<file path="src/hdl/lcdseq_pkg.sv">
// Shared types, op codes and LCD constants for the character-LCD write sequencer.
package lcdseq_pkg;

    // Operation codes carried by an input item
    localparam logic [3:0] OP_TICK      = 4'd0;
    localparam logic [3:0] OP_PUTCHAR   = 4'd1;
    localparam logic [3:0] OP_GOTO      = 4'd2;
    localparam logic [3:0] OP_GOTO_XY   = 4'd3;
    localparam logic [3:0] OP_CLEAR     = 4'd4;
    localparam logic [3:0] OP_CLK_RESET = 4'd5;
    localparam logic [3:0] OP_CLK_STOP  = 4'd6;
    localparam logic [3:0] OP_CLK_START = 4'd7;
    localparam logic [3:0] OP_INIT      = 4'd8;

    // Register select codes
    localparam logic RS_CMD  = 1'b0;
    localparam logic RS_DATA = 1'b1;

    // LCD bytes
    localparam logic [7:0] LCD_SET_DDRAM  = 8'h80;
    localparam logic [7:0] LCD_CLEAR      = 8'h01;
    localparam logic [7:0] LCD_FUNC_8BIT  = 8'h30;
    localparam logic [7:0] LCD_FUNC_2LINE = 8'h38;
    localparam logic [7:0] LCD_DISP_ON    = 8'h0F;
    localparam logic [7:0] LCD_ENTRY_INC  = 8'h06;
    localparam logic [7:0] CHAR_ZERO      = 8'h30;
    localparam logic [7:0] CHAR_ONE       = 8'h31;
    localparam logic [7:0] CHAR_TWO       = 8'h32;
    localparam logic [7:0] CHAR_NINE      = 8'h39;
    localparam logic [7:0] CHAR_A         = 8'h41;
    localparam logic [7:0] CHAR_F         = 8'h46;
    localparam logic [7:0] CHAR_HEX_BIAS  = 8'h37;
    localparam logic [7:0] CHAR_COLON     = 8'h3A;
    localparam logic [7:0] CHAR_DOT       = 8'h2E;
    localparam logic [7:0] CHAR_SPACE     = 8'h20;

    // DDRAM addresses
    localparam logic [6:0] ADDR_CLOCK = 7'h59;

    // Configuration reset and clock limits
    localparam logic [7:0] TICK_PRESCALE_RESET = 8'd30;
    localparam logic [3:0] DEC_LIMIT = 4'd10;
    localparam logic [2:0] SEX_LIMIT = 3'd6;

    // Queue between front and back
    localparam int QUEUE_DEPTH = 4;
    localparam int QPTR_W      = $clog2(QUEUE_DEPTH);
    localparam int QCNT_W      = $clog2(QUEUE_DEPTH + 1);

    // Write steps per job (last step index of the longest job)
    localparam logic [3:0] STEP_MAX = 4'd9;

    typedef enum logic [1:0] {
        JOB_SIMPLE = 2'd0,
        JOB_REDRAW = 2'd1,
        JOB_CLEAR  = 2'd2,
        JOB_INIT   = 2'd3
    } job_kind_t;

    // One classified item, ready for expansion into bus writes
    typedef struct packed {
        job_kind_t  kind;
        logic       rs0;
        logic [7:0] byte0;
        logic       jump;
        logic [7:0] jump_byte;
        logic [2:0] min_tens;
        logic [3:0] min_ones;
        logic [2:0] sec_tens;
        logic [3:0] sec_ones;
        logic [3:0] tenths;
        logic [6:0] saved;
    } job_t;

    typedef struct packed {
        logic full;
        logic empty;
    } queue_status_t;

    typedef struct packed {
        logic       rs;
        logic [7:0] data;
        logic       last;
    } bus_write_t;

endpackage

</file>
<file path="src/hdl/lcdseq_front.sv">
// Front end: accepts items, keeps cursor and clock state, classifies items into jobs.
module lcdseq_front (
    input  logic                      clk,
    input  logic                      rst_n,
    input  logic                      in_valid,
    output logic                      in_ready,
    input  logic [3:0]                op,
    input  logic [7:0]                value,
    input  logic [7:0]                column_char,
    input  logic                      cfg_valid,
    output logic                      cfg_ready,
    input  logic [7:0]                tick_prescale,
    output logic                      push,
    output lcdseq_pkg::job_t          push_job,
    input  lcdseq_pkg::queue_status_t q_status
);
    import lcdseq_pkg::*;

    logic [7:0] tick_prescale_reg;
    logic [6:0] cursor_reg, cursor_next;
    logic [7:0] prescale_count_reg, prescale_count_next;
    logic [3:0] tenths_reg, tenths_next;
    logic [3:0] sec_ones_reg, sec_ones_next;
    logic [2:0] sec_tens_reg, sec_tens_next;
    logic [3:0] min_ones_reg, min_ones_next;
    logic [2:0] min_tens_reg, min_tens_next;
    logic       running_reg, running_next;

    logic       accept;
    logic [3:0] adv_tenths, adv_sec_ones, adv_min_ones;
    logic [2:0] adv_sec_tens, adv_min_tens;
    logic [6:0] xy_addr;
    logic [6:0] inc_addr;

    assign in_ready  = !q_status.full;
    assign cfg_ready = 1'b1;
    assign accept    = in_valid && in_ready;

    // Advance the mm:ss.t digits by one tenth with carries
    always_comb
    begin
        logic [3:0] t_inc, so_inc, mo_inc;
        logic [2:0] st_inc, mt_inc;
        t_inc  = tenths_reg + 4'd1;
        so_inc = sec_ones_reg + 4'd1;
        st_inc = sec_tens_reg + 3'd1;
        mo_inc = min_ones_reg + 4'd1;
        mt_inc = min_tens_reg + 3'd1;
        adv_tenths   = tenths_reg;
        adv_sec_ones = sec_ones_reg;
        adv_sec_tens = sec_tens_reg;
        adv_min_ones = min_ones_reg;
        adv_min_tens = min_tens_reg;
        if (t_inc < DEC_LIMIT)
        begin
            adv_tenths = t_inc;
        end
        else
        begin
            adv_tenths = 4'd0;
            if (so_inc < DEC_LIMIT)
            begin
                adv_sec_ones = so_inc;
            end
            else
            begin
                adv_sec_ones = 4'd0;
                if (st_inc < SEX_LIMIT)
                begin
                    adv_sec_tens = st_inc;
                end
                else
                begin
                    adv_sec_tens = 3'd0;
                    if (mo_inc < DEC_LIMIT)
                    begin
                        adv_min_ones = mo_inc;
                    end
                    else
                    begin
                        adv_min_ones = 4'd0;
                        adv_min_tens = (mt_inc < SEX_LIMIT) ? mt_inc : 3'd0;
                    end
                end
            end
        end
    end

    // Row and column characters to a DDRAM address
    always_comb
    begin
        logic [6:0] row_base;
        logic [3:0] col_off;
        logic [7:0] hex_diff;
        logic       col_hex, col_dec;
        hex_diff = column_char - CHAR_HEX_BIAS;
        col_hex  = (column_char >= CHAR_A) && (column_char <= CHAR_F);
        col_dec  = (column_char >= CHAR_ZERO) && (column_char <= CHAR_NINE);
        case (value)
            CHAR_ZERO: row_base = 7'h00;
            CHAR_ONE:  row_base = 7'h40;
            CHAR_TWO:  row_base = 7'h10;
            default:   row_base = 7'h50;
        endcase
        if ((value > CHAR_TWO) && col_hex)
            col_off = 4'd8;
        else if (col_hex)
            col_off = hex_diff[3:0];
        else if (col_dec)
            col_off = column_char[3:0];
        else
            col_off = 4'd8;
        xy_addr = row_base | {3'b000, col_off};
    end

    // Two-line address increment
    always_comb
    begin
        if (cursor_reg == 7'h27)
            inc_addr = 7'h40;
        else if (cursor_reg == 7'h67)
            inc_addr = 7'h00;
        else
            inc_addr = cursor_reg + 7'd1;
    end

    // Classify the item and update state
    always_comb
    begin
        cursor_next         = cursor_reg;
        prescale_count_next = prescale_count_reg;
        tenths_next         = tenths_reg;
        sec_ones_next       = sec_ones_reg;
        sec_tens_next       = sec_tens_reg;
        min_ones_next       = min_ones_reg;
        min_tens_next       = min_tens_reg;
        running_next        = running_reg;
        push                = 1'b0;
        push_job            = '0;
        push_job.kind       = JOB_SIMPLE;
        if (accept)
        begin
            case (op)
                OP_TICK:
                begin
                    if (running_reg)
                    begin
                        if (prescale_count_reg == tick_prescale_reg)
                        begin
                            prescale_count_next = 8'd1;
                            tenths_next   = adv_tenths;
                            sec_ones_next = adv_sec_ones;
                            sec_tens_next = adv_sec_tens;
                            min_ones_next = adv_min_ones;
                            min_tens_next = adv_min_tens;
                        end
                        else
                        begin
                            prescale_count_next = prescale_count_reg + 8'd1;
                        end
                        push          = 1'b1;
                        push_job.kind = JOB_REDRAW;
                    end
                end
                OP_PUTCHAR:
                begin
                    push           = 1'b1;
                    push_job.rs0   = RS_DATA;
                    push_job.byte0 = value;
                    push_job.jump  = 1'b1;
                    case (cursor_reg)
                        7'h0F: cursor_next = 7'h40;
                        7'h4F: cursor_next = 7'h10;
                        7'h1F: cursor_next = 7'h50;
                        7'h58: cursor_next = 7'h00;
                        default:
                        begin
                            cursor_next   = inc_addr;
                            push_job.jump = 1'b0;
                        end
                    endcase
                    push_job.jump_byte = LCD_SET_DDRAM | {1'b0, cursor_next};
                end
                OP_GOTO:
                begin
                    push           = 1'b1;
                    push_job.rs0   = RS_CMD;
                    push_job.byte0 = LCD_SET_DDRAM | value;
                    cursor_next    = value[6:0];
                end
                OP_GOTO_XY:
                begin
                    push           = 1'b1;
                    push_job.rs0   = RS_CMD;
                    push_job.byte0 = LCD_SET_DDRAM | {1'b0, xy_addr};
                    cursor_next    = xy_addr;
                end
                OP_CLEAR:
                begin
                    push          = 1'b1;
                    push_job.kind = JOB_CLEAR;
                    cursor_next   = 7'h00;
                end
                OP_CLK_RESET:
                begin
                    tenths_next   = 4'd0;
                    sec_ones_next = 4'd0;
                    sec_tens_next = 3'd0;
                    min_ones_next = 4'd0;
                    min_tens_next = 3'd0;
                    push          = 1'b1;
                    push_job.kind = JOB_REDRAW;
                end
                OP_CLK_STOP:  running_next = 1'b0;
                OP_CLK_START: running_next = 1'b1;
                OP_INIT:
                begin
                    tenths_next   = 4'd0;
                    sec_ones_next = 4'd0;
                    sec_tens_next = 3'd0;
                    min_ones_next = 4'd0;
                    min_tens_next = 3'd0;
                    cursor_next   = 7'h00;
                    push          = 1'b1;
                    push_job.kind = JOB_INIT;
                end
                default: ;
            endcase
        end
        // Redraws show the updated digits and restore the current cursor
        push_job.min_tens = min_tens_next;
        push_job.min_ones = min_ones_next;
        push_job.sec_tens = sec_tens_next;
        push_job.sec_ones = sec_ones_next;
        push_job.tenths   = tenths_next;
        push_job.saved    = cursor_reg;
    end

    // Hold state
    always_ff @(posedge clk or negedge rst_n)
    begin
        if (!rst_n)
        begin
            tick_prescale_reg  <= TICK_PRESCALE_RESET;
            cursor_reg         <= 7'h00;
            prescale_count_reg <= 8'd0;
            tenths_reg         <= 4'd0;
            sec_ones_reg       <= 4'd0;
            sec_tens_reg       <= 3'd0;
            min_ones_reg       <= 4'd0;
            min_tens_reg       <= 3'd0;
            running_reg        <= 1'b1;
        end
        else
        begin
            if (cfg_valid && cfg_ready)
                tick_prescale_reg <= tick_prescale;
            cursor_reg         <= cursor_next;
            prescale_count_reg <= prescale_count_next;
            tenths_reg         <= tenths_next;
            sec_ones_reg       <= sec_ones_next;
            sec_tens_reg       <= sec_tens_next;
            min_ones_reg       <= min_ones_next;
            min_tens_reg       <= min_tens_next;
            running_reg        <= running_next;
        end
    end

endmodule

</file>
<file path="src/hdl/lcdseq_queue.sv">
// Job queue between the front end and the write sequencer.
module lcdseq_queue (
    input  logic                      clk,
    input  logic                      rst_n,
    input  logic                      push,
    input  lcdseq_pkg::job_t          push_job,
    input  logic                      pop,
    output lcdseq_pkg::job_t          head,
    output lcdseq_pkg::queue_status_t status
);
    import lcdseq_pkg::*;

    job_t              mem [QUEUE_DEPTH];
    logic [QPTR_W-1:0] wr_ptr_reg, rd_ptr_reg;
    logic [QCNT_W-1:0] count_reg, count_next;

    assign head         = mem[rd_ptr_reg];
    assign status.full  = (count_reg == QCNT_W'(QUEUE_DEPTH));
    assign status.empty = (count_reg == '0);

    always_comb
    begin
        count_next = count_reg;
        if (push && !pop)
            count_next = count_reg + QCNT_W'(1);
        else if (pop && !push)
            count_next = count_reg - QCNT_W'(1);
    end

    // Store pushed jobs
    always_ff @(posedge clk)
    begin
        if (push)
            mem[wr_ptr_reg] <= push_job;
    end

    // Advance pointers and count
    always_ff @(posedge clk or negedge rst_n)
    begin
        if (!rst_n)
        begin
            wr_ptr_reg <= '0;
            rd_ptr_reg <= '0;
            count_reg  <= '0;
        end
        else
        begin
            if (push)
                wr_ptr_reg <= wr_ptr_reg + QPTR_W'(1);
            if (pop)
                rd_ptr_reg <= rd_ptr_reg + QPTR_W'(1);
            count_reg <= count_next;
        end
    end

    a_no_overflow: assert property (@(posedge clk) disable iff (!rst_n)
        push |-> (!status.full || pop))
        else $error("job pushed into a full queue");

    a_no_underflow: assert property (@(posedge clk) disable iff (!rst_n)
        pop |-> !status.empty)
        else $error("job popped from an empty queue");

endmodule

</file>
<file path="src/hdl/lcdseq_back.sv">
// Back end: expands queued jobs into bus writes, one per cycle unless stalled, into an output register.
module lcdseq_back (
    input  logic                      clk,
    input  logic                      rst_n,
    input  lcdseq_pkg::job_t          head,
    input  lcdseq_pkg::queue_status_t q_status,
    output logic                      pop,
    output logic                      out_valid,
    input  logic                      out_ready,
    output logic                      reg_select,
    output logic [7:0]                bus_byte,
    output logic                      last_write
);
    import lcdseq_pkg::*;

    logic [3:0] step_reg, step_next;
    logic       out_valid_reg;
    bus_write_t out_reg;
    bus_write_t wr;
    logic       advance;

    // Select the write for the current step of the head job
    always_comb
    begin
        wr = '{rs: RS_CMD, data: LCD_SET_DDRAM, last: 1'b1};
        case (head.kind)
            JOB_SIMPLE:
            begin
                if (step_reg == 4'd0)
                    wr = '{rs: head.rs0, data: head.byte0, last: !head.jump};
                else
                    wr = '{rs: RS_CMD, data: head.jump_byte, last: 1'b1};
            end
            JOB_REDRAW:
            begin
                case (step_reg)
                    4'd0: wr = '{rs: RS_CMD, data: LCD_SET_DDRAM | {1'b0, ADDR_CLOCK},
                                 last: 1'b0};
                    4'd1: wr = '{rs: RS_DATA, data: CHAR_ZERO + {5'b0, head.min_tens},
                                 last: 1'b0};
                    4'd2: wr = '{rs: RS_DATA, data: CHAR_ZERO + {4'b0, head.min_ones},
                                 last: 1'b0};
                    4'd3: wr = '{rs: RS_DATA, data: CHAR_COLON, last: 1'b0};
                    4'd4: wr = '{rs: RS_DATA, data: CHAR_ZERO + {5'b0, head.sec_tens},
                                 last: 1'b0};
                    4'd5: wr = '{rs: RS_DATA, data: CHAR_ZERO + {4'b0, head.sec_ones},
                                 last: 1'b0};
                    4'd6: wr = '{rs: RS_DATA, data: CHAR_DOT, last: 1'b0};
                    4'd7: wr = '{rs: RS_DATA, data: CHAR_ZERO + {4'b0, head.tenths},
                                 last: 1'b0};
                    default: wr = '{rs: RS_CMD, data: LCD_SET_DDRAM | {1'b0, head.saved},
                                    last: 1'b1};
                endcase
            end
            JOB_CLEAR:
            begin
                case (step_reg)
                    4'd0: wr = '{rs: RS_CMD, data: LCD_CLEAR, last: 1'b0};
                    4'd1: wr = '{rs: RS_CMD, data: LCD_SET_DDRAM, last: 1'b0};
                    4'd9: wr = '{rs: RS_CMD, data: LCD_SET_DDRAM, last: 1'b1};
                    default: wr = '{rs: RS_DATA, data: CHAR_SPACE, last: 1'b0};
                endcase
            end
            JOB_INIT:
            begin
                case (step_reg)
                    4'd0, 4'd1, 4'd2: wr = '{rs: RS_CMD, data: LCD_FUNC_8BIT, last: 1'b0};
                    4'd3: wr = '{rs: RS_CMD, data: LCD_FUNC_2LINE, last: 1'b0};
                    4'd4: wr = '{rs: RS_CMD, data: LCD_DISP_ON, last: 1'b0};
                    4'd5: wr = '{rs: RS_CMD, data: LCD_CLEAR, last: 1'b0};
                    default: wr = '{rs: RS_CMD, data: LCD_ENTRY_INC, last: 1'b1};
                endcase
            end
            default: ;
        endcase
    end

    // Load the output register when a job is queued and the register is empty or being drained
    assign advance = !q_status.empty && (!out_valid_reg || out_ready);
    assign pop     = advance && wr.last;

    always_comb
    begin
        step_next = step_reg;
        if (advance)
            step_next = wr.last ? 4'd0 : step_reg + 4'd1;
    end

    always_ff @(posedge clk or negedge rst_n)
    begin
        if (!rst_n)
        begin
            step_reg      <= 4'd0;
            out_valid_reg <= 1'b0;
        end
        else
        begin
            step_reg <= step_next;
            if (advance)
                out_valid_reg <= 1'b1;
            else if (out_ready)
                out_valid_reg <= 1'b0;
        end
    end

    // Hold the write payload
    always_ff @(posedge clk)
    begin
        if (advance)
            out_reg <= wr;
    end

    assign out_valid  = out_valid_reg;
    assign reg_select = out_reg.rs;
    assign bus_byte   = out_reg.data;
    assign last_write = out_reg.last;

    a_step_range: assert property (@(posedge clk) disable iff (!rst_n)
        step_reg <= STEP_MAX)
        else $error("write step beyond the longest job");

    a_stall_holds_step: assert property (@(posedge clk) disable iff (!rst_n)
        (out_valid_reg && !out_ready) |=> $stable(step_reg))
        else $error("write step moved while output stalled");

    a_valid_from_queue: assert property (@(posedge clk) disable iff (!rst_n)
        $rose(out_valid_reg) |-> $past(!q_status.empty))
        else $error("write produced without a queued job");

endmodule

</file>
<file path="src/hdl/char_lcd_text_and_clock_sequencer_core.sv">
// Top level: character-LCD text and clock write sequencer.
// An accepted item is written into the job queue, then its first bus write into the output
// register. The back end issues one bus write per cycle unless stalled; an item makes 0 to
// 10 writes (clear 10, redraw 9, init 7, put character 1 or 2, go to 1, stop, start or
// unused 0). The front end takes an item per cycle while the 4-entry job queue has room.
// Reset: asynchronous, active low; cursor, prescale count and digits clear, clock running.
module char_lcd_text_and_clock_sequencer_core (
    input  logic       clk,
    input  logic       rst_n,
    input  logic       in_valid,
    output logic       in_ready,
    input  logic [3:0] op,
    input  logic [7:0] value,
    input  logic [7:0] column_char,
    output logic       out_valid,
    input  logic       out_ready,
    output logic       reg_select,
    output logic [7:0] bus_byte,
    output logic       last_write,
    input  logic       cfg_valid,
    output logic       cfg_ready,
    input  logic [7:0] tick_prescale
);
    import lcdseq_pkg::*;

    logic          push;
    logic          pop;
    job_t          push_job;
    job_t          head;
    queue_status_t q_status;

    lcdseq_front u_front (
        .clk           (clk),
        .rst_n         (rst_n),
        .in_valid      (in_valid),
        .in_ready      (in_ready),
        .op            (op),
        .value         (value),
        .column_char   (column_char),
        .cfg_valid     (cfg_valid),
        .cfg_ready     (cfg_ready),
        .tick_prescale (tick_prescale),
        .push          (push),
        .push_job      (push_job),
        .q_status      (q_status)
    );

    lcdseq_queue u_queue (
        .clk      (clk),
        .rst_n    (rst_n),
        .push     (push),
        .push_job (push_job),
        .pop      (pop),
        .head     (head),
        .status   (q_status)
    );

    lcdseq_back u_back (
        .clk        (clk),
        .rst_n      (rst_n),
        .head       (head),
        .q_status   (q_status),
        .pop        (pop),
        .out_valid  (out_valid),
        .out_ready  (out_ready),
        .reg_select (reg_select),
        .bus_byte   (bus_byte),
        .last_write (last_write)
    );

endmodule

</file>
<file path="config.mk">
export PLATFORM = sky130hd
export DESIGN_NAME = char_lcd_text_and_clock_sequencer_core
export DESIGN_NICKNAME = d
export VERILOG_FILES = /design/src/hdl/lcdseq_pkg.sv /design/src/hdl/lcdseq_front.sv /design/src/hdl/lcdseq_queue.sv /design/src/hdl/lcdseq_back.sv /design/src/hdl/char_lcd_text_and_clock_sequencer_core.sv
export SDC_FILE = /design/constraint.sdc
export NUM_CORES = 1
export LEC_CHECK = 0
export BUFFER_PORTS_ARGS = -buffer_cell sky130_fd_sc_hd__clkbuf_2
export CAP_MARGIN = 20
export CORE_MARGIN = 4
export CORE_UTILIZATION = 62
export DETAILED_ROUTE_END_ITERATION = 10
export PLACE_DENSITY = 0.88
export RECOVER_POWER = 50
export SYNTH_ARGS = -nofsm -noshare
export SYNTH_HDL_FRONTEND = slang
export SYNTH_SLANG_ARGS = --single-unit
</file>
<file path="constraint.sdc">
create_clock -name clk -period 3.8 [get_ports clk]
set_clock_uncertainty 0.2 [all_clocks]
set_input_delay 0.76 -clock clk [delete_from_list [all_inputs] [get_ports clk]]
set_output_delay 0.76 -clock clk [all_outputs]
set_load 0.01 [all_outputs]
</file>
==> results of run 1 <==
==> area by class of cell <==
| type | count | area [µm²] |
|---|---|---|
| tap | 225 | 282 |
| inverter | 20 | 75.1 |
| sequential | 240 | 6950 |
| clock buffer | 26 | 629 |
| multi-input combinational | 477 | 3780 |
| timing repair buffer | 61 | 300 |
| clock inverter | 18 | 210 |
| fill | 999 | 5130 |
==> metal layers <==
layer	share of wire	GRT usage	vias to the layer above
met5	0	0	-
met4	0.027	0.0745	0
met3	0.10	0.0404	71
met2	0.49	0.415	476
met1	0.38	0.353	3396
li1	-	-	3055
==> how the worst min path moves through the flow <==
stage                                         endpoint
after detailed placement          u_queue.count_reg[2]
after CTS                      u_front.min_ones_reg[1]
final                     u_front.tick_prescale_reg[5]
after global routing      u_front.tick_prescale_reg[4]
after floorplan                       u_back.out_valid
after global placement                u_back.out_valid
==> worst max-delay path, delay by kind of cell, from the launching register on <==
family | cells | cell delay (ns)
adder cells (fa/ha/maj) | 3 | 1.05
buffers and inverters | 3 | 0.26
AO/OA/AOI/OAI | 3 | 0.58
AND/OR/NAND/NOR | 2 | 0.60
flip-flops | 1 | 0.42
multiplexers | 1 | 0.27
==> report_power, final <==
| part | internal (µW) | switching (µW) | total [µW] |
|---|---|---|---|
| Combinational | 1090 | 1430 | 2520 |
| Sequential | 3240 | 335 | 3580 |
| Clock | 1480 | 1010 | 2490 |
| Total | 5820 | 2770 | 8590 |
==> cell families after synthesis <==
kind of cell / count (synthesis) / synth area share
AO/OA/AOI/OAI: 138 / 0.0826
XOR/XNOR: 29 / 0.0231
adder cells (fa/ha/maj): 22 / 0.0257
buffers and inverters: 58 / 0.0231
flip-flops: 240 / 0.632
multiplexers: 68 / 0.114
other: 1 / 0.000341
AND/OR/NAND/NOR: 219 / 0.0994
==> cells in the mapped netlist, drive strengths merged, types with 8 or more instances <==
cell    instances
edfxtp        186
nand2          58
nor2           51
dfrtp          49
mux4           44
o21ai          41
nand3          29
a21oi          28
clkbuf         22
ha             21
inv            20
xnor2          18
buf            16
nor2b          15
mux2           13
nor3           12
and2           11
mux2i          11
xor2           11
nand4           9
a22o            8
nand2b          8
==> per-stage QoR <==
step | area, µm² | instances
after detailed placement | 11500 | 1023
after floorplan | 11000 | 775
after global placement | 11500 | 1023
after global routing | 12200 | 1067
after CTS | 12300 | 1067
final | 12200 | 1067
==> results.yml, run 1 <==
outcome:
  outcome: "complete, no violations"
clocking:
  post_cts_buffers: 0
  cts_root_buf: "clkbuf_16"
  hold_buffers: 0
  cts_tree: "yes"
  cts_buffer_depth: 3
  cts_buffers: 24
  htreeDepth: 1
  path_clk_slew_ns: 0.06
  cts_resized: 0
  clock_sinks: 240
  clkLatencyLatePin_ns: 0.52
timing:
  finalCriticalPeriod_ns: 3.50
  timing.final.max_slew_violations: 0
  tns_ns: 0
  setup-violations-final: 0
  finalHoldViolCount: 0
  worst_slew_pin_slew_ns: 1.36
  fin_ws_ns: 0.300
  fin_crit_sh: 0.921
  relSlewSlack: 0.0940
  holdWs_ns: 0.279
  rsz0062_at_grt: "false"
  fmax_mhz: 286
pwr:
  ir_worst_vdd_v: 0.000439
  p_total_uw: 8590
  p_leak_uw: 0.00446
  powerDensity_nw_per_um2: 703
critical_path:
  critPathArrivalTime_ns: 3.70
  worst_path_max_delay_cell: "ha_1"
  regToRegSetupSlack_ns: 0.30
  setup.worst_path.end_class: "flip-flop"
  worstPathCellList: "inv_1 > ha_1 > nor2b_1 > a21oi_1 > o21ai_0 > o21a_1 > and2_4 > inv_2 > ha_1 > inv_1 > fa_1 > mux2_2"
  r2r_end: "u_queue.count_reg[1]"
  worst-r2r-cell-count: 12
  critPathMaxStageDelay_ns: 0.44
  startpoint: "u_back.step_reg[1]"
  required_ns: 4.00
  critPathKind: "reg2reg"
  worstSetupEndpoint: "u_queue.count_reg[1]"
  r2r-start: "u_back.step_reg[1]"
  crit_path_start_kind: "flip-flop"
  path_max_fanout: 13
floorplanning:
  num_rows: 48
  coreArea_um2: 17400
  die_area_um2: 19900
  die_width_um: 141
  ioPinCount: 46
  start_util: 0.633
  die_y_um: 141
synth:
  synth_area_leaders: "edfxtp_1 (51%), dfrtp_1 (11%), mux4_2 (9.0%), ha_1 (2.4%), nand2_1 (2.0%)"
  async_flop_share: 0.225
  synth_area_um2: 11000
  syn_nets: 830
  yosysWarningCount: 0
  synth_top_area_cell: "edfxtp_1"
  synth-seq-cells: 240
  yosysSeqAreaShare: 0.632
  synth_top_area_share: 0.508
  synthCells: 775
  syn_area_per_cell_um2: 14.2
  synth_ff_type: "edfxtp_1"
  synth_edf_count: 186
  synth.distinct_cells: 70
detailed_routing:
  wl_per_cell_um: 23.1
  drtAntennaViolNets: 0
  first_iter_violations: 1115
  via_per_inst: 6.56
  drc_errors: 0
  vias: 6998
  dr.pass1.iters: 6
  wl_um: 24700
cells_and_area:
  layout_commonest_cell: "edfxtp_1"
  regMostFlops: "u_queue.mem"
  nets: 879
  largest_reg_flops: 176
  fin_util: 0.704
  layout_common_cells: "edfxtp_1 (186), nand2_1 (58), nor2_1 (51)"
  antenna_cells: 0
  syn2layout_area_growth_pct: 11.3
  drive_above_1_share: 0.191
global_routing:
  grt_max_degree: 45
  overflow: 0
  grt_pass1_vias: 6961
  grt.total_usage: 0.252
  antenna_found_initial: 0
  grt_pass1_wl_um: 39300
hold_path:
  hp-start: "tick_prescale[5]"
  hp-class: "in2reg"
  min_path_cells: 2
placement:
  place_congestion: 0.884
  place_hpwl_um: 14900
  port_buffers: 44
  place_ws_ns: 0.455
flow_run:
  max_cap_violations: 0
No activity file was read; power rests on OpenSTA's default activity.
==> run 2: changes to the inputs <==
--- a/config.mk
+++ b/config.mk
@@ -7,10 +7,12 @@
 export LEC_CHECK = 0
 export BUFFER_PORTS_ARGS = -buffer_cell sky130_fd_sc_hd__clkbuf_2
 export CAP_MARGIN = 20
+export CORE_ASPECT_RATIO = 1.5
 export CORE_MARGIN = 4
-export CORE_UTILIZATION = 62
+export CORE_UTILIZATION = 64
+export CTS_BUF_LIST = sky130_fd_sc_hd__clkbuf_8
 export DETAILED_ROUTE_END_ITERATION = 10
-export PLACE_DENSITY = 0.88
+export PLACE_DENSITY = 0.9
 export RECOVER_POWER = 50
 export SYNTH_ARGS = -nofsm -noshare
 export SYNTH_HDL_FRONTEND = slang
==> results.yml, run 2 (synthesized netlist as in run 1, its figures left out) <==
outcome:
  outcome: "complete, no violations"
placement:
  port_buffers: 44
  dp.cells: 1008
  place_hpwl_um: 15400
  place_congestion: 0.883
detailed_routing:
  vias: 7062
  via_per_inst: 6.59
  wl_per_cell_um: 22.6
  drtAntennaViolNets: 0
  dr.pass1.iters: 5
  wl_um: 24200
  drc_errors: 0
  first_iter_violations: 758
floorplanning:
  num_rows: 58
  die_width_um: 115
  die_y_um: 168
  coreArea_um2: 16800
  die_area_um2: 19400
  start_util: 0.652
  ioPinCount: 46
global_routing:
  grt_pass1_wl_um: 38800
  overflow: 0
  use_met1: 0.327
  grt.total_usage: 0.260
  grt_busiest_layer: "met2"
  grtUsageMet3: 0.0458
  grt_pass1_vias: 7310
  grt_max_degree: 45
  grt_use_met2: 0.444
  antenna_found_initial: 0
critical_path:
  path_max_fanout: 17
  crit_path_start_kind: "flip-flop"
  required_ns: 4.02
  critPathKind: "reg2reg"
  setup.worst_path.end_class: "flip-flop"
  critPathArrivalTime_ns: 3.63
cells_and_area:
  syn2layout_area_growth_pct: 10.0
  drive_above_1_share: 0.199
  fin_util: 0.718
  layout_commonest_cell: "edfxtp_1"
  layout_common_cells: "edfxtp_1 (186), nand2_1 (58), nor2_1 (51)"
  finalNonFillerCells: 1071
  nFillCells: 1023
  largest_reg_flops: 176
  regMostFlops: "u_queue.mem"
  nets: 890
  antenna_cells: 0
clocking:
  cts_resized: 0
  cts_root_buf: "clkbuf_8"
  hold_buffers: 0
  htreeDepth: 2
  path_clk_slew_ns: 0.07
  clock_sinks: 240
  post_cts_buffers: 0
  clkLatencyLatePin_ns: 0.50
  cts_buffers: 35
  cts_buffer_depth: 3
  cts_tree: "yes"
pwr:
  p_leak_uw: 0.00445
  internal_power_uw: 5470
  switching_share: 0.330
  clockPowerShare: 0.255
  ir_worst_vdd_v: 0.000404
  comb_power_share: 0.308
  p_sw_uw: 2700
  powerDensity_nw_per_um2: 676
  seq_power_share: 0.436
timing:
  fin_crit_sh: 0.898
  relSlewSlack: 0.0714
  finalHoldViolCount: 0
  finalCriticalPeriod_ns: 3.41
  worst_slew_pin_slew_ns: 1.39
  tns_ns: 0
  fmax_mhz: 293
  holdWs_ns: 0.262
  timing.final.max_slew_violations: 0
  rsz0062_at_grt: "false"
  setup-violations-final: 0
flow_run:
  max_cap_violations: 0
hold_path:
  hp-class: "in2async"
run 2: changes by cell type in the layout (fill, tap and decap cells not counted), sizes merged:
cell | before | now
clkinv | 10 | 13
buf | 8 | 9
bufinv | 4 | 2
clkbuf | 79 | 93
clkinvlp | 3 | 1
inv | 21 | 26
run 2: power groups by stage:
stage	registers (µW)	logic (µW)	clock network [µW]
2_1_floorplan	3450	1910	0
3_3_place_gp	3560	2410	0
3_5_place_dp	3590	2490	0
4_1_cts	3550	2540	2110
5_1_grt	3600	2730	2230
6_report	3560	2520	2090
run 2: layout make-up:
class                      count  area, µm²  share of cell area
clock buffer                  41        564              0.0467
clock inverter                22        149              0.0123
inverter                      20       75.1             0.00621
multi-input combinational    477       3790               0.313
sequential                   240       6950               0.575
tap                          210        263              0.0217
timing repair buffer          61        304              0.0252
run 2: routing by layer:
metal / share of wire / vias up
met4: 0.043 / 0
met5: 0 / -
met1: 0.35 / 3440
li1: - / 3093
met2: 0.52 / 442
met3: 0.089 / 87
run 2: worst max-delay path, cell delays in order, from the launching register on:
cell and delay (ns):
dfrtp_2 0.54, mux4_2 0.71, and3b_1 0.27, a21oi_1 0.04
o21a_1 0.23, and2_4 0.20, inv_2 0.08, ha_1 0.18
inv_1 0.07, fa_1 0.38, xor2_1 0.15, nor2_1 0.12
xor2_1 0.16
run 2: per-stage QoR:
stage                     instance area [µm²]  worst slack, ns  power [µW]
final                                   12100            0.389        8170
after global routing                    12100            0.159        8570
after CTS                               12200            0.392        8200
after global placement                  11500            0.528        5970
after detailed placement                11500            0.398        6090
after floorplan                         11000            0.398        5360
run 2: worst paths after layout:
check	startpoint	endpoint	slack (ns)	cells after the start
setup / recovery	u_queue.rd_ptr_reg[0]	u_queue.count_reg[2]	0.39	12
hold reg to reg	u_back.out_valid	u_back.out_valid	0.30	2
setup reg to reg	u_queue.rd_ptr_reg[0]	u_queue.count_reg[2]	0.39	12
hold / removal	rst_n	u_front.cursor_reg[4]	0.26	1
max in group asynchronous	rst_n	u_front.min_tens_reg[1]	1.26	2
min in group clk	tick_prescale[0]	u_front.tick_prescale_reg[0]	0.29	2
==> run 3: changes to the inputs <==
--- a/config.mk
+++ b/config.mk
@@ -7,13 +7,14 @@
 export LEC_CHECK = 0
 export BUFFER_PORTS_ARGS = -buffer_cell sky130_fd_sc_hd__clkbuf_2
 export CAP_MARGIN = 20
-export CORE_ASPECT_RATIO = 1.5
 export CORE_MARGIN = 4
 export CORE_UTILIZATION = 64
 export CTS_BUF_LIST = sky130_fd_sc_hd__clkbuf_8
 export DETAILED_ROUTE_END_ITERATION = 10
+export GPL_ROUTABILITY_DRIVEN = 0
 export PLACE_DENSITY = 0.9
 export RECOVER_POWER = 50
+export SETUP_SLACK_MARGIN = 0.2
 export SYNTH_ARGS = -nofsm -noshare
 export SYNTH_HDL_FRONTEND = slang
 export SYNTH_SLANG_ARGS = --single-unit
==> results.yml, run 3 (synthesized netlist as in run 1, its figures left out) <==
detailed_routing:
  first_iter_violations: 1007
  wl_per_cell_um: 23.4
  vias: 7303
  via_per_inst: 6.70
  drc_errors: 0
  wl_um: 25500
  drtAntennaViolNets: 0
  dr.pass1.iters: 5
timing:
  finalCriticalPeriod_ns: 3.53
  rsz0062_at_grt: "true"
  fin_ws_ns: 0.270
  fmax_mhz: 283
  holdWs_ns: 0.258
  tns_ns: 0
  fin_crit_sh: 0.929
  setup-violations-final: 0
  finalHoldViolCount: 0
  timing.final.max_slew_violations: 28
  worst_slew_pin_slew_ns: 1.58
  relSlewSlack: -0.0544
clocking:
  cts_root_buf: "clkbuf_8"
  cts_buffers: 37
  cts_buffer_depth: 3
  cts_tree: "yes"
  clkLatencyLatePin_ns: 0.53
  htreeDepth: 2
  path_clk_slew_ns: 0.06
  clock_sinks: 240
cells_and_area:
  layout_commonest_cell: "edfxtp_1"
  fin_util: 0.727
  antenna_cells: 0
  layout_common_cells: "edfxtp_1 (186), nand2_1 (58), nor2_1 (51)"
  largest_reg_flops: 176
  nets: 897
  drive_above_1_share: 0.198
  syn2layout_area_growth_pct: 10.5
  regMostFlops: "u_queue.mem"
floorplanning:
  die_y_um: 139
  coreArea_um2: 16700
  start_util: 0.658
  die_area_um2: 19300
  ioPinCount: 46
  die_width_um: 139
  num_rows: 47
placement:
  place_ws_ns: 0.502
  place_hpwl_um: 16500
  port_buffers: 44
global_routing:
  grt.total_usage: 0.266
  grt_pass1_vias: 7337
  antenna_found_initial: 0
  grt_max_degree: 28
  overflow: 0
  grt_pass1_wl_um: 40400
flow_run:
  max_cap_violations: 1
critical_path:
  worstPathCellList: "inv_1 > ha_1 > nor3b_1 > and3b_1 > a21oi_1 > o21a_1 > and2_4 > inv_2 > ha_1 > inv_1 > fa_1 > xor2_1 > nor2_1 > xor2_1"
  worst_path_max_delay_cell: "ha_1"
  required_ns: 4.04
  setup.worst_path.end_class: "flip-flop"
  crit_path_start_kind: "flip-flop"
  path_max_fanout: 14
  critPathKind: "reg2reg"
  critPathArrivalTime_ns: 3.77
  critPathMaxStageDelay_ns: 0.46
outcome:
  outcome: "finished with violations"
  violations: "capacitance limit, slew limit"
pwr:
  p_leak_uw: 0.00449
  ir_worst_vdd_v: 0.000419
  powerDensity_nw_per_um2: 671
hold_path:
  hp-class: "in2reg"
==> run 3: changes by cell type in the layout (fill, tap and decap cells not counted), moves of 2 or more <==
cell,previous run,this run
inv_1,25,32
buf_4,9,14
clkbuf_2,33,29
clkbuf_1,19,22
clkinv_1,8,5
clkinv_2,4,6
==> run 3: path summary, 6_finish.rpt <==
check,from,endpoint,slack [ns],depth (start not counted)
setup reg to reg,u_back.step_reg[0],u_queue.count_reg[2],0.27,14
max in group asynchronous,rst_n,u_front.tick_prescale_reg[3],0.97,3
setup / recovery,u_back.step_reg[0],u_queue.count_reg[2],0.27,14
hold reg to reg,u_back.out_valid,u_back.out_valid,0.30,2
hold / removal,tick_prescale[5],u_front.tick_prescale_reg[5],0.26,2
min in group asynchronous,rst_n,u_front.tenths_reg[3],0.41,1
==> run 3: repair_timing <==
action                                  4_1_cts  5_1_grt
endpoints found under the setup margin        0        1
hold buffers                                  0        0
gates resized for setup                       0        1
hold endpoints to repair                      0        0
setup buffers                                 0        0
==> run 3: final cells by class <==
cell class / count / area [µm²]
sequential: 240 / 6950
clock buffer: 41 / 564
inverter: 20 / 75.1
timing repair buffer: 66 / 353
fill: 978 / 4560
clock inverter: 26 / 135
multi-input combinational: 477 / 3790
tap: 220 / 275
==> run 3: metrics by stage <==
step / power (µW) / instances / area, µm²
floorplan: 5360 / 775 / 11000
global placement: 5960 / 1023 / 11500
detailed placement: 6120 / 1023 / 11500
CTS: 8160 / 1090 / 12200
global route: 8540 / 1090 / 12100
finish: 8140 / 1090 / 12100
==> run 3: worst max-delay path, delay by kind of cell, from the launching register on <==
family | cells | cell delay [ns]
DFF | 1 | 0.42
AOI/OAI and AO/OA | 2 | 0.29
adders and majority gates | 3 | 1.04
xor gates and xnor gates | 2 | 0.32
buffers and inverters | 3 | 0.30
and+or+nand+nor | 4 | 0.86
==> run 3: report_power, final <==
| part | leakage [µW] | switching (µW) | total, µW | internal [µW] |
|---|---|---|---|---|
| logic | 0.00163 | 1420 | 2530 | 1110 |
| clock network | 0.000410 | 965 | 2030 | 1060 |
| registers | 0.00245 | 343 | 3580 | 3240 |
| total | 0.00449 | 2730 | 8140 | 5410 |
==> run 3: per-layer routing <==
layer / wire length [µm] / GRT usage / vias to the layer above
met1: 9480 / 0.355 / 3599
met3: 2530 / 0.0472 / 73
met5: 0 / 0 / -
met2: 12800 / 0.451 / 524
met4: 726 / 0.0881 / 0
li1: - / - / 3107
